<file path="config.mk">
export PLATFORM = sky130hd
export DESIGN_NAME = dvd_lpcm_stream_decoder_core
export DESIGN_NICKNAME = d
export VERILOG_FILES = /design/src/rtl/dvdlpcm_pkg.sv /design/src/rtl/dvdlpcm_front.sv /design/src/rtl/dvdlpcm_jobq.sv /design/src/rtl/dvdlpcm_back.sv /design/src/rtl/dvd_lpcm_stream_decoder_core.sv
export SDC_FILE = /design/constraint.sdc
export NUM_CORES = 2
export LEC_CHECK = 0
export ABC_AREA = 0
export BUFFER_PORTS_ARGS = -buffer_cell sky130_fd_sc_hd__buf_2
export CAP_MARGIN = 20
export CORE_MARGIN = 2
export CORE_UTILIZATION = 48
export CTS_CLUSTER_DIAMETER = 120
export DETAILED_ROUTE_END_ITERATION = 6
export GPL_TIMING_DRIVEN = 0
export HOLD_SLACK_MARGIN = 0.12
export PLACE_DENSITY = 0.69
export SLEW_MARGIN = 20
export SYNTH_ARGS = -nofsm -noshare
export SYNTH_HDL_FRONTEND = slang
export SYNTH_SLANG_ARGS = --single-unit
</file>
<file path="constraint.sdc">
create_clock -name clk -period 4.33 [get_ports clk]
set_clock_uncertainty 0.05 [all_clocks]
set_input_delay 0.866 -clock clk [delete_from_list [all_inputs] [get_ports clk]]
set_output_delay 0.866 -clock clk [all_outputs]
set_load 0.01 [all_outputs]
</file>
<file path="src/rtl/dvdlpcm_pkg.sv">
// Shared types, codes and lookup functions for the DVD LPCM stream decoder.
// No dependencies; every other file imports this package.
package dvdlpcm_pkg;

  typedef struct packed {
    logic [7:0] data_byte;
    logic       packet_start;
    logic       packet_end;
  } in_t;

  typedef struct packed {
    logic signed [31:0] sample;
    logic [2:0]         channel;
    logic [4:0]         depth_bits;
    logic [16:0]        rate_hz;
    logic [3:0]         channel_total;
    logic               run_last;
    logic [1:0]         status;
  } out_t;

  localparam logic [1:0] ST_SAMPLE    = 2'd0;
  localparam logic [1:0] ST_BAD_DEPTH = 2'd1;
  localparam logic [1:0] ST_SHORT     = 2'd2;

  localparam logic [1:0] DC_16 = 2'd0;
  localparam logic [1:0] DC_20 = 2'd1;
  localparam logic [1:0] DC_28 = 2'd3;

  localparam logic [7:0] FRAME_MASK = 8'hE0;

  typedef enum logic [1:0] {
    JOB_BLOCK,
    JOB_ERR_DEPTH,
    JOB_ERR_SHORT
  } job_kind_t;

  typedef struct packed {
    job_kind_t  kind;
    logic [1:0] depth_code;
    logic [1:0] rate_code;
    logic [2:0] channel_code;
    logic [3:0] group_count;
  } job_t;

  typedef enum logic [2:0] {
    BK_IDLE,
    BK_ERR,
    BK_HI0,
    BK_HI1,
    BK_HI2,
    BK_EMIT
  } back_state_t;

  function automatic logic [16:0] rate_of(input logic [1:0] code);
    case (code)
      2'd0:    rate_of = 17'd48000;
      2'd1:    rate_of = 17'd96000;
      2'd2:    rate_of = 17'd44100;
      default: rate_of = 17'd32000;
    endcase
  endfunction

  // groups per block for 20/24-bit layouts
  function automatic logic [3:0] groups_of(input logic [2:0] cc);
    case (cc)
      3'd0:    groups_of = 4'd2;
      3'd1:    groups_of = 4'd1;
      3'd3:    groups_of = 4'd1;
      3'd7:    groups_of = 4'd2;
      default: groups_of = {1'b0, cc} + 4'd1;
    endcase
  endfunction

  function automatic logic [6:0] block_bytes_of(input logic [1:0] dc, input logic [2:0] cc);
    logic [3:0] g;
    logic [6:0] per;
    g = groups_of(cc);
    if (cc == 3'd0) begin
      per = (dc == DC_20) ? 7'd5 : 7'd6;
    end else begin
      per = (dc == DC_20) ? 7'd10 : 7'd12;
    end
    if (dc == DC_16) begin
      block_bytes_of = {3'b000, cc, 1'b0} + 7'd2;
    end else begin
      block_bytes_of = 7'(per * {3'b000, g});
    end
  endfunction

endpackage

</file>
<file path="src/rtl/dvdlpcm_front.sv">
// Front end: header collection and parsing, payload fill of the block store.
// Depends on dvdlpcm_pkg; pushes jobs into dvdlpcm_jobq.
module dvdlpcm_front
  import dvdlpcm_pkg::*;
#(
  parameter int MAX_BLOCK_BYTES = 96,
  parameter int AW = 7
) (
  input  logic          clk,
  input  logic          rst_n,
  input  logic          in_valid,
  output logic          in_ready,
  input  in_t           in_data,
  input  logic          q_full,
  output logic          job_push,
  output job_t          job_data,
  input  logic          blk_done,
  output logic          wr_en,
  output logic [AW-1:0] wr_addr,
  output logic [7:0]    wr_data
);

  localparam int FW = $clog2(MAX_BLOCK_BYTES + 1);
  localparam int CW = (FW > 7) ? FW : 7;

  logic [23:0]   cached_r, cached_nxt;
  logic          hvalid_r, hvalid_nxt;
  logic [23:0]   shadow_r, shadow_nxt;
  logic [1:0]    hc_r, hc_nxt;
  logic [FW-1:0] fill_r, fill_nxt;
  logic [6:0]    bb_r, bb_nxt;
  logic [3:0]    gc_r, gc_nxt;
  logic [1:0]    dc_r, dc_nxt;
  logic [2:0]    cc_r, cc_nxt;
  logic [1:0]    rc_r, rc_nxt;
  logic          drop_r, drop_nxt;
  logic          busy_r, busy_nxt;
  logic          pay;
  logic          fire;

  assign pay      = !in_data.packet_start && (hc_r == 2'd3) && !drop_r && hvalid_r;
  assign in_ready = !q_full && !(pay && busy_r);
  assign fire     = in_valid && in_ready;
  assign wr_addr  = fill_r[AW-1:0];
  assign wr_data  = in_data.data_byte;

  always_comb begin
    logic [1:0]    hc;
    logic          drop;
    logic [23:0]   hint;
    logic [7:0]    b1;
    logic [FW-1:0] fill_inc;
    cached_nxt = cached_r;
    hvalid_nxt = hvalid_r;
    shadow_nxt = shadow_r;
    hc_nxt     = hc_r;
    fill_nxt   = fill_r;
    bb_nxt     = bb_r;
    gc_nxt     = gc_r;
    dc_nxt     = dc_r;
    cc_nxt     = cc_r;
    rc_nxt     = rc_r;
    drop_nxt   = drop_r;
    busy_nxt   = busy_r && !blk_done;
    job_push   = 1'b0;
    job_data   = '{kind: JOB_BLOCK, depth_code: dc_r, rate_code: rc_r,
                   channel_code: cc_r, group_count: gc_r};
    wr_en      = 1'b0;
    hc         = in_data.packet_start ? 2'd0 : hc_r;
    drop       = in_data.packet_start ? 1'b0 : drop_r;
    b1         = shadow_r[15:8];
    hint       = {in_data.data_byte, shadow_r[15:8], shadow_r[7:0] & FRAME_MASK};
    fill_inc   = fill_r + FW'(1);
    if (fire) begin
      drop_nxt = drop;
      if (hc != 2'd3) begin
        case (hc)
          2'd0:    shadow_nxt = {16'h0000, in_data.data_byte};
          2'd1:    shadow_nxt = {8'h00, in_data.data_byte, shadow_r[7:0]};
          default: shadow_nxt = {in_data.data_byte, shadow_r[15:0]};
        endcase
        hc_nxt = hc + 2'd1;
        if (hc == 2'd2) begin
          if (!(hvalid_r && cached_r == hint)) begin
            hvalid_nxt = 1'b0;
            fill_nxt   = '0;
            if (b1[7:6] == DC_28) begin
              drop_nxt      = 1'b1;
              job_push      = 1'b1;
              job_data.kind = JOB_ERR_DEPTH;
            end else begin
              dc_nxt     = b1[7:6];
              rc_nxt     = b1[5:4];
              cc_nxt     = b1[2:0];
              gc_nxt     = (b1[7:6] == DC_16) ? 4'd0 : groups_of(b1[2:0]);
              bb_nxt     = block_bytes_of(b1[7:6], b1[2:0]);
              cached_nxt = hint;
              hvalid_nxt = 1'b1;
            end
          end
        end else if (in_data.packet_end) begin
          job_push      = 1'b1;
          job_data.kind = JOB_ERR_SHORT;
        end
      end else if (!drop && hvalid_r) begin
        if (fill_r < FW'(MAX_BLOCK_BYTES) && CW'(fill_r) < CW'(bb_r)) begin
          wr_en    = 1'b1;
          fill_nxt = fill_inc;
          if (CW'(fill_inc) >= CW'(bb_r)) begin
            // block complete: hand it to the back end and hold the store
            job_push = 1'b1;
            fill_nxt = '0;
            busy_nxt = 1'b1;
          end
        end else if (CW'(fill_r) >= CW'(bb_r)) begin
          job_push = 1'b1;
          fill_nxt = '0;
          busy_nxt = 1'b1;
        end
      end
      if (in_data.packet_end) begin
        hc_nxt   = 2'd0;
        drop_nxt = 1'b0;
      end
    end
  end

  always_ff @(posedge clk) begin
    if (!rst_n) begin
      cached_r <= '0;
      hvalid_r <= 1'b0;
      shadow_r <= '0;
      hc_r     <= '0;
      fill_r   <= '0;
      bb_r     <= '0;
      gc_r     <= '0;
      dc_r     <= '0;
      cc_r     <= '0;
      rc_r     <= '0;
      drop_r   <= 1'b0;
      busy_r   <= 1'b0;
    end else begin
      cached_r <= cached_nxt;
      hvalid_r <= hvalid_nxt;
      shadow_r <= shadow_nxt;
      hc_r     <= hc_nxt;
      fill_r   <= fill_nxt;
      bb_r     <= bb_nxt;
      gc_r     <= gc_nxt;
      dc_r     <= dc_nxt;
      cc_r     <= cc_nxt;
      rc_r     <= rc_nxt;
      drop_r   <= drop_nxt;
      busy_r   <= busy_nxt;
    end
  end

endmodule

</file>
<file path="src/rtl/dvdlpcm_jobq.sv">
// Two-entry job queue between the front and back ends.
// Depends on dvdlpcm_pkg for the job type.
module dvdlpcm_jobq
  import dvdlpcm_pkg::*;
(
  input  logic clk,
  input  logic rst_n,
  input  logic push,
  input  job_t push_data,
  input  logic pop,
  output job_t pop_data,
  output logic full,
  output logic empty
);

  job_t       slot_r [2];
  logic       wp_r, wp_nxt;
  logic       rp_r, rp_nxt;
  logic [1:0] cnt_r, cnt_nxt;

  assign full     = (cnt_r == 2'd2);
  assign empty    = (cnt_r == 2'd0);
  assign pop_data = slot_r[rp_r];

  always_comb begin
    wp_nxt  = wp_r;
    rp_nxt  = rp_r;
    cnt_nxt = cnt_r;
    if (push && !full) begin
      wp_nxt = !wp_r;
    end
    if (pop && !empty) begin
      rp_nxt = !rp_r;
    end
    cnt_nxt = cnt_r + 2'((push && !full) ? 1 : 0) - 2'((pop && !empty) ? 1 : 0);
  end

  always_ff @(posedge clk) begin
    if (push && !full) begin
      slot_r[wp_r] <= push_data;
    end
  end

  always_ff @(posedge clk) begin
    if (!rst_n) begin
      wp_r  <= 1'b0;
      rp_r  <= 1'b0;
      cnt_r <= '0;
    end else begin
      wp_r  <= wp_nxt;
      rp_r  <= rp_nxt;
      cnt_r <= cnt_nxt;
    end
  end

endmodule

</file>
<file path="src/rtl/dvdlpcm_back.sv">
// Back end: block store memory, sample assembly sequencer and output register.
// Depends on dvdlpcm_pkg; takes jobs from dvdlpcm_jobq.
module dvdlpcm_back
  import dvdlpcm_pkg::*;
#(
  parameter int MAX_BLOCK_BYTES = 96,
  parameter int AW = 7
) (
  input  logic          clk,
  input  logic          rst_n,
  input  logic          wr_en,
  input  logic [AW-1:0] wr_addr,
  input  logic [7:0]    wr_data,
  input  logic          q_empty,
  input  job_t          q_data,
  output logic          q_pop,
  output logic          blk_done,
  output logic          out_valid,
  input  logic          out_ready,
  output out_t          out_data
);

  logic [7:0]    mem [MAX_BLOCK_BYTES];
  logic [7:0]    rd_data_r;
  logic [AW-1:0] rd_addr;

  back_state_t   st_r, st_nxt;
  job_t          job_r, job_nxt;
  logic [AW-1:0] pos_r, pos_nxt;
  logic [2:0]    j_r, j_nxt;
  logic [3:0]    gi_r, gi_nxt;
  logic [2:0]    chn_r, chn_nxt;
  logic [15:0]   hi_r, hi_nxt;
  logic          ov_r, ov_nxt;
  out_t          od_r, od_nxt;

  logic [3:0]    ch;
  logic [3:0]    gsz;
  logic [3:0]    lob;
  logic [3:0]    ngroups;
  logic [AW-1:0] hi_addr;
  logic [AW-1:0] lo_addr;
  logic          out_free;
  logic          last_j;
  logic          last_g;

  assign ch       = {1'b0, job_r.channel_code} + 4'd1;
  assign gsz      = (job_r.depth_code == DC_16) ? ch : ((ch == 4'd1) ? 4'd2 : 4'd4);
  assign lob      = (job_r.depth_code == DC_20) ? {1'b0, gsz[3:1]} : gsz;
  assign ngroups  = (job_r.depth_code == DC_16) ? 4'd1 : job_r.group_count;
  assign hi_addr  = pos_r + AW'({j_r, 1'b0});
  assign lo_addr  = pos_r + AW'({gsz, 1'b0})
                  + AW'((job_r.depth_code == DC_20) ? {1'b0, j_r[2:1]} : j_r);
  assign out_free = !ov_r || out_ready;
  assign last_j   = ({1'b0, j_r} == gsz - 4'd1);
  assign last_g   = (gi_r == ngroups - 4'd1);
  assign out_valid = ov_r;
  assign out_data  = od_r;

  always_ff @(posedge clk) begin
    if (wr_en) begin
      mem[wr_addr] <= wr_data;
    end
    rd_data_r <= mem[rd_addr];
  end

  always_comb begin
    st_nxt   = st_r;
    job_nxt  = job_r;
    pos_nxt  = pos_r;
    j_nxt    = j_r;
    gi_nxt   = gi_r;
    chn_nxt  = chn_r;
    hi_nxt   = hi_r;
    ov_nxt   = ov_r && !out_ready;
    od_nxt   = od_r;
    q_pop    = 1'b0;
    blk_done = 1'b0;
    rd_addr  = lo_addr;
    case (st_r)
      BK_IDLE: begin
        if (!q_empty) begin
          q_pop   = 1'b1;
          job_nxt = q_data;
          pos_nxt = '0;
          j_nxt   = '0;
          gi_nxt  = '0;
          chn_nxt = '0;
          st_nxt  = (q_data.kind == JOB_BLOCK) ? BK_HI0 : BK_ERR;
        end
      end
      BK_ERR: begin
        if (out_free) begin
          ov_nxt = 1'b1;
          od_nxt = '0;
          od_nxt.status = (job_r.kind == JOB_ERR_DEPTH) ? ST_BAD_DEPTH : ST_SHORT;
          st_nxt = BK_IDLE;
        end
      end
      BK_HI0: begin
        rd_addr = hi_addr;
        st_nxt  = BK_HI1;
      end
      BK_HI1: begin
        rd_addr = hi_addr + AW'(1);
        hi_nxt  = {rd_data_r, hi_r[7:0]};
        st_nxt  = BK_HI2;
      end
      BK_HI2: begin
        hi_nxt = {hi_r[15:8], rd_data_r};
        st_nxt = BK_EMIT;
      end
      BK_EMIT: begin
        // low bits of the sample are on rd_data_r while lo_addr is held
        if (out_free) begin
          ov_nxt = 1'b1;
          case (job_r.depth_code)
            DC_16:   od_nxt.sample = {{16{hi_r[15]}}, hi_r};
            DC_20:   od_nxt.sample = {hi_r, (j_r[0] ? rd_data_r[3:0] : rd_data_r[7:4]), 12'h000};
            default: od_nxt.sample = {hi_r, rd_data_r, 8'h00};
          endcase
          od_nxt.channel       = chn_r;
          od_nxt.depth_bits    = 5'd16 + {1'b0, job_r.depth_code, 2'b00};
          od_nxt.rate_hz       = rate_of(job_r.rate_code);
          od_nxt.channel_total = ch;
          od_nxt.run_last      = last_j && last_g;
          od_nxt.status        = ST_SAMPLE;
          chn_nxt = ({1'b0, chn_r} == ch - 4'd1) ? 3'd0 : chn_r + 3'd1;
          if (last_j) begin
            j_nxt = '0;
            if (last_g) begin
              blk_done = 1'b1;
              st_nxt   = BK_IDLE;
            end else begin
              gi_nxt  = gi_r + 4'd1;
              pos_nxt = pos_r + AW'({gsz, 1'b0}) + AW'(lob);
              st_nxt  = BK_HI0;
            end
          end else begin
            j_nxt  = j_r + 3'd1;
            st_nxt = BK_HI0;
          end
        end
      end
      default: st_nxt = BK_IDLE;
    endcase
  end

  always_ff @(posedge clk) begin
    if (!rst_n) begin
      st_r <= BK_IDLE;
      ov_r <= 1'b0;
    end else begin
      st_r <= st_nxt;
      ov_r <= ov_nxt;
    end
  end

  always_ff @(posedge clk) begin
    job_r <= job_nxt;
    pos_r <= pos_nxt;
    j_r   <= j_nxt;
    gi_r  <= gi_nxt;
    chn_r <= chn_nxt;
    hi_r  <= hi_nxt;
    od_r  <= od_nxt;
  end

endmodule

</file>
<file path="src/rtl/dvd_lpcm_stream_decoder_core.sv">
// DVD LPCM stream decoder: one packet byte per transfer in, decoded samples out.
// Header bytes are taken every cycle unless the two-entry job queue is full; payload bytes
// stall while the previous block is still being read out of the block store by the back end.
// Each sample passes through states HI0, HI1, HI2, EMIT (three store reads, one emit).
// Reset (rst_n low, synchronous) clears front-end registers, queue pointers, back-end state
// and output valid; back-end counters and data registers and the store are not cleared.
module dvd_lpcm_stream_decoder_core
  import dvdlpcm_pkg::*;
#(
  parameter int MAX_BLOCK_BYTES = 96
) (
  input  logic clk,
  input  logic rst_n,
  input  logic in_valid,
  output logic in_ready,
  input  in_t  in_data,
  output logic out_valid,
  input  logic out_ready,
  output out_t out_data
);

  localparam int AW = $clog2(MAX_BLOCK_BYTES);

  logic          q_full;
  logic          q_empty;
  logic          job_push;
  logic          q_pop;
  job_t          job_in;
  job_t          job_out;
  logic          blk_done;
  logic          wr_en;
  logic [AW-1:0] wr_addr;
  logic [7:0]    wr_data;

  dvdlpcm_front #(.MAX_BLOCK_BYTES(MAX_BLOCK_BYTES), .AW(AW)) u_front (
    .clk      (clk),
    .rst_n    (rst_n),
    .in_valid (in_valid),
    .in_ready (in_ready),
    .in_data  (in_data),
    .q_full   (q_full),
    .job_push (job_push),
    .job_data (job_in),
    .blk_done (blk_done),
    .wr_en    (wr_en),
    .wr_addr  (wr_addr),
    .wr_data  (wr_data)
  );

  dvdlpcm_jobq u_jobq (
    .clk       (clk),
    .rst_n     (rst_n),
    .push      (job_push),
    .push_data (job_in),
    .pop       (q_pop),
    .pop_data  (job_out),
    .full      (q_full),
    .empty     (q_empty)
  );

  dvdlpcm_back #(.MAX_BLOCK_BYTES(MAX_BLOCK_BYTES), .AW(AW)) u_back (
    .clk       (clk),
    .rst_n     (rst_n),
    .wr_en     (wr_en),
    .wr_addr   (wr_addr),
    .wr_data   (wr_data),
    .q_empty   (q_empty),
    .q_data    (job_out),
    .q_pop     (q_pop),
    .blk_done  (blk_done),
    .out_valid (out_valid),
    .out_ready (out_ready),
    .out_data  (out_data)
  );

endmodule

</file>
Word level (Yosys, flattened, before mapping)
Memory sizes are Yosys's and may differ from the RTL's. A register that Yosys moved wholly into a read port is not among the register bits.
Cells that the tools add are included.
{ "classes": {"n_addsub": 19, "mul": 1, "div_mod_pow": 0, "magnitude_cmp": 4, "n_eq_ne": 31, "shifts": 0, "muxes": 114, "bitwise": 6, "reduce_logical": 56} }
{ "op_table": {"columns": ["op", "count"], "rows": [
  ["$mux W64", 2],
  ["$pmux W64 S2", 1],
  ["$mux W7", 18],
  ["$pmux W16 S2", 2],
  ["$pmux W31 S2", 1],
  ["$mux W4", 14],
  ["$pmux W17 S3", 1],
  ["$mux W1", 44],
  ["$mux W3", 11],
  ["$pmux W7 S2", 2],
  ["$mux W2", 13],
  ["$eq A19 B19 Y1", 1],
  ["$pmux W3 S6", 1],
  ["$pmux W4 S2", 2],
  ["$reduce_and A5 Y1", 3],
  ["$add A7 B1 Y7 const B", 2],
  ["$add A7 B4 Y7", 2],
  ["$ge A7 B7 Y1", 2],
  ["$logic_and A1 B1 Y1", 14],
  ["$logic_not A2 Y1", 6],
  ["$pmux W3 S2", 2],
  ["$reduce_and A3 Y1", 4],
  ["$sub A4 B1 Y4 const B", 3],
  ["$logic_not A1 Y1", 11],
  ["other kinds (31)", 69]
]} }
{ "word_totals": {"reg_bits": 183, "latchBits": 0, "ram_bits": 794, "romBits": 0, "in_bits": 14, "output_inout_bits": 66, "elab_cells": 269, "n_memories": 2} }
{ "memory_table": {"columns": ["name", "words", "word_bits", "read_ports", "rd_ports_with_merged_regs", "wr", "line_no", "rtl"], "rows": [
  ["u_back.mem", 96, 8, 1, 1, 1, "dvdlpcm_back.sv:23", "logic [7:0] mem [MAX_BLOCK_BYTES];"],
  ["u_jobq.slot_r", 2, 13, 1, 1, 1, "dvdlpcm_jobq.sv:16", "job_t slot_r [2];"]
]} }

Logic depth before layout (Yosys ltp)
{ "logic_depth": {"ltp_word": 16, "ltp_mapped": 23, "mapped_depth_nobuf": 17} }

Cells and area by module
Synthesis repeated with hierarchy kept, for this count alone.
{ "hier_totals": {"cells_unflattened": 2875, "hier_area_um2": 41064.4} }
{ "modules_own_cells": {"columns": ["mod", "n_inst", "cells_each", "area_per_inst_um2", "seq_area_each_um2"], "rows": [
  ["dvdlpcm_back", 1, 2377, 36197.2, 26335.3],
  ["dvdlpcm_front", 1, 432, 3672.3, 1061.0],
  ["dvdlpcm_jobq", 1, 66, 1194.9, 880.8]
]} }

Worst setup path after synthesis
No wires, ideal clock.
{ "synth_timing": {"path_type": "reg-to-reg", "start": "reg u_back.job_r[9] (netlist bit)", "end": "reg u_back.rd_data_r[0], read port of u_back.mem", "setup_time_ps": 120, "arrival_time_ps": 4008, "required_ps": 4160, "slack_ps": 152, "stages_incl_launch_ff": 21, "path_buffers": 6, "synth_period_minus_slack_ps": 4178, "cell_sequence": "edfxtp_1 > clkbuf_1 > or2_2 > clkbuf_1 > clkbuf_1 > nor2_1 > ha_1 > fa_1 > ha_1 > xnor2_1 > nand2_1 > and2_1 > buf_4 > buf_4 > buf_2 > mux4_2 > a22oi_1 > nand4_1 > o311ai_1 > o221a_2 > nand3_1"} }
{ "synth_between": {"elab_chain_cells": 5, "word_cells_on_any_way": 7, "cone_classes": "add/sub: 2; eq/ne: 1; mux: 3; reduce/logical: 1"} }
{ "synth_rtl": {"columns": ["item", "line_no", "rtl"], "rows": [
  ["from (decl)", "dvdlpcm_back.sv:28", "job_t job_r, job_nxt;"],
  ["from (signal assigned)", "dvdlpcm_back.sv:160", "job_r <= job_nxt;"],
  ["$logic_not A2 Y1", "dvdlpcm_back.sv:48", "assign gsz = (job_r.depth_code == DC_16) ? ch : ((ch == 4'd1) ? 4'd2 : 4'd4);"],
  ["$mux W4", "dvdlpcm_back.sv:48", null],
  ["$add A7 B5 Y7", "dvdlpcm_back.sv:52", "assign lo_addr = pos_r + AW'({gsz, 1'b0})"],
  ["$add A7 B7 Y7 *", "dvdlpcm_back.sv:53", "+ AW'((job_r.depth_code == DC_20) ? {1'b0, j_r[2:1]} : j_r);"],
  ["$pmux W7 S2 *", "dvdlpcm_back.sv:80", "case (st_r)"],
  ["to (decl)", "dvdlpcm_back.sv:24", "logic [7:0] rd_data_r;"]
]} }
Mark *: on every way between the ends. The rest lies on a longest branch, timed or not.
A chain may end at the register's enable or synchronous reset.

Worst setup path after layout
{ "layout_timing": {"start": "reg u_back.job_r[5] (netlist bit)", "end": "reg u_back.rd_data_r[5], read port of u_back.mem"} }
{ "layout_between": {"elab_chain_cells": 7} }
{ "layout_rtl": {"columns": ["item", "line_no", "rtl"], "rows": [
  ["$add A3 B1 Y4 *", "dvdlpcm_back.sv:47", "assign ch = {1'b0, job_r.channel_code} + 4'd1;"],
  ["$eq A4 B1 Y1", "dvdlpcm_back.sv:48", null],
  ["$mux W3", "dvdlpcm_back.sv:48", null],
  ["$mux W4 *", "dvdlpcm_back.sv:48", null],
  ["$add A7 B5 Y7 *", "dvdlpcm_back.sv:52", null],
  ["$add A7 B7 Y7 *", "dvdlpcm_back.sv:53", null],
  ["$pmux W7 S2 *", "dvdlpcm_back.sv:80", null]
]} }
Marked as above.

==> impl_metrics.toml <==
[sta]
slew-limit-headroom_pct = 29.7
report.final.slew_viol_count = 0
fin_ws_ns = -0.0690
fin_crit_sh_pct = 102
fin_crit_ns = 4.40
setup_viol = 8
rsz0062_at_grt = "true"
worst_pin_slew_ns = 1.05
fmax_mhz = 227
finalHoldViolCount = 0
hold_slack_ns = 0.419

[route]
vias_per_cell = 6.02
ant_nets = 0
routed_wirelength_um = 102000
via_count = 23441
drtIter0Drc = 2838
drc = 0
drtPass1Iterations = 6
wl_per_cell_um = 26.1

[yosys]
synthFlopType = "edfxtp_1"
synth_area_mm2 = 0.0405
ys_seq_area_share_pct = 69.9
synth_edf_count = 895
async_flop_share_pct = 0
ys_types = 69
yosys_warnings = 0
avgSynthCellArea_um2 = 16.2
synth_cells = 2490
ys_ff_latch = 965

[global_routing]
antenna_found_initial = 1
grt_start_max_net_pins = 72
track_usage_pct = 23.3
overflow = 0
grt_pass1_vias = 23531
grt_pass1_wl_um = 149000

[floorplan]
initial_core_util_pct = 48.4
die_h_um = 294
io_pins = 80
rows = 106
die_x_um = 294
dieArea_mm2 = 0.0866
core_mm2 = 0.0836

[final_layout]
syn_to_final_growth_pct = 18.1
drive_gt1_share_pct = 28.6
diodes = 0
final_common_cell = "edfxtp_1"
layout_common_cells = "edfxtp_1 (895), nand2_1 (169), mux4_2 (141)"
nets = 2816

[clock_network]
cts_max_level = 3
holdBufCountCts = 0
clk_latency_ns = 0.67
clock_sinks = 965
cts_buffers = 96
root_buffer = "clkbuf_16"
clkTransAtPathRegs_ns = 0.06
cts_tree = "built"
clk_path_buf_depth = 3

[setup_path]
crit_path_end_kind = "register"
crit_fanout = 10
path_class = "reg2reg"
arrival_ns = 4.88
start_kind = "register"
required_ns = 4.82

[flow_run]
maxCapViolCount = 0

[status]
status = "complete, but fails checks"
failed_checks = "setup timing"

[place]
portBuffers = 72
dpl.hpwl_um = 67000
place_congestion = 0.916

[hold_path]
hp-class = "reg2reg"
## worst max-delay path: stages, from the launching register on
cell and delay (ns):
edfxtp_1 0.48, ha_4 0.22, o211ai_1 0.14, o21ai_1 0.11, and2_4 0.16, nand2_4 0.06, nand2_4 0.06, fa_2 0.56
ha_4 0.23, xnor2_4 0.14, nand2_4 0.13, and2_4 0.23, buf_12 0.12, buf_6 0.16, buf_6 0.20, mux4_2 0.31
mux2i_1 0.22, mux2i_1 0.19, mux2i_1 0.19, o21a_2 0.20, nand3_2 0.11
## per-layer routing
| layer | global-route usage (%) | part of all wire [%] | vias to the layer above |
|---|---|---|---|
| met2 | 38.1 | 48 | 1141 |
| li1 | - | - | 10124 |
| met4 | 8.75 | 3.2 | 2 |
| met3 | 4.87 | 8.6 | 224 |
| met5 | 0 | 0.013 | - |
| met1 | 30.9 | 40 | 11950 |
## registers in the layout (all words and copies together) (netlist names), 2 cells and up, named ones only
register,count
u_back.mem,768
u_back.out_data,55
u_jobq.slot_r,26
u_back.hi_r,16
u_front.cached_r,15
u_back.job_r,13
u_front.shadow_r,11
u_back.rd_data_r,8
u_back.pos_r,7
u_front.bb_r,7
u_front.wr_addr,7
u_back.gi_r,4
u_front.gc_r,4
u_back.chn_r,3
u_back.j_r,3
u_back.st_r,3
u_front.cc_r,2
u_front.hc_r,2
u_jobq.cnt_r,2
## cell families (layout without fill, tap and decap cells)
logic type      count (synthesis)  in the layout  share of synthesized area (%)
other cells                     2             10                         0.0186
buf+inv                       195            509                           2.33
simple gates                  616            616                           7.13
flops                         965            965                           69.9
xor+xnor                       61             61                           1.32
fa+ha+maj                      68             68                           2.25
compound gates                278            278                           4.95
mux                           305            305                           12.1
## cells in the mapped netlist (37+ instances only)
cell | instances | share of area, %
a21oi_1 | 53 | 0.66
and2_1 | 37 | 0.57
buf_2 | 42 | 0.52
clkbuf_1 | 66 | 0.61
dfxtp_1 | 70 | 3.5
edfxtp_1 | 895 | 66
ha_1 | 60 | 1.9
inv_1 | 49 | 0.45
mux2_2 | 56 | 1.6
mux2i_1 | 106 | 2.6
mux4_2 | 141 | 7.8
nand2_1 | 179 | 1.7
nand3_1 | 76 | 0.94
nor2_1 | 168 | 1.6
nor2b_1 | 56 | 0.87
o21ai_0 | 38 | 0.47
## layout make-up
class | count | area (µm²)
fillers | 6243 | 35800
flip-flops and latches | 965 | 28300
multi-input cells | 1338 | 12300
clock buffers | 110 | 2450
well taps | 1080 | 1350
repair buffers | 145 | 1270
plain buffers | 139 | 1180
clock inverters | 66 | 734
inverters | 49 | 184
## metrics by stage
stage	area [µm²]	TNS [ns]	utilization, %	worst slack (ns)	cells
2_1_floorplan	40500	0	-	0.152	2498
3_3_place_gp	42200	-452.11	50.5	-1.79	3650
3_5_place_dp	42500	-456.20	50.8	-1.76	3660
4_1_cts	47100	-17.30	56.3	-0.197	3864
5_1_grt	47800	-0.919	57.2	-0.188	3892
6_report	47800	-0.258	57.2	-0.0690	3892
## path summary, 6_finish.rpt
path	start	end	slack, ns	depth (start not counted)
setup / recovery	u_back.job_r[5]$_DFFE_PP_	u_back.rd_data_r[5]$_DFF_P_	-0.07	20
hold / removal	u_front.gc_r[3]$_SDFFE_PN0P_	u_front.gc_r[3]$_SDFFE_PN0P_	0.42	2
setup reg to reg	u_back.job_r[5]$_DFFE_PP_	u_back.rd_data_r[5]$_DFF_P_	-0.07	20
hold reg to reg	u_front.gc_r[3]$_SDFFE_PN0P_	u_front.gc_r[3]$_SDFFE_PN0P_	0.42	2
## what timing repair did
item | 4_1_cts | 5_1_grt
cloned | 4 | 0
resized for setup | 277 | 134
endpoints found under the setup margin | 442 | 269
pin swaps | 40 | 40
buffers inserted | 30 | 30
Power is not shown: default switching activity piles up to over one toggle a cycle in this logic, so the estimate is an artifact.
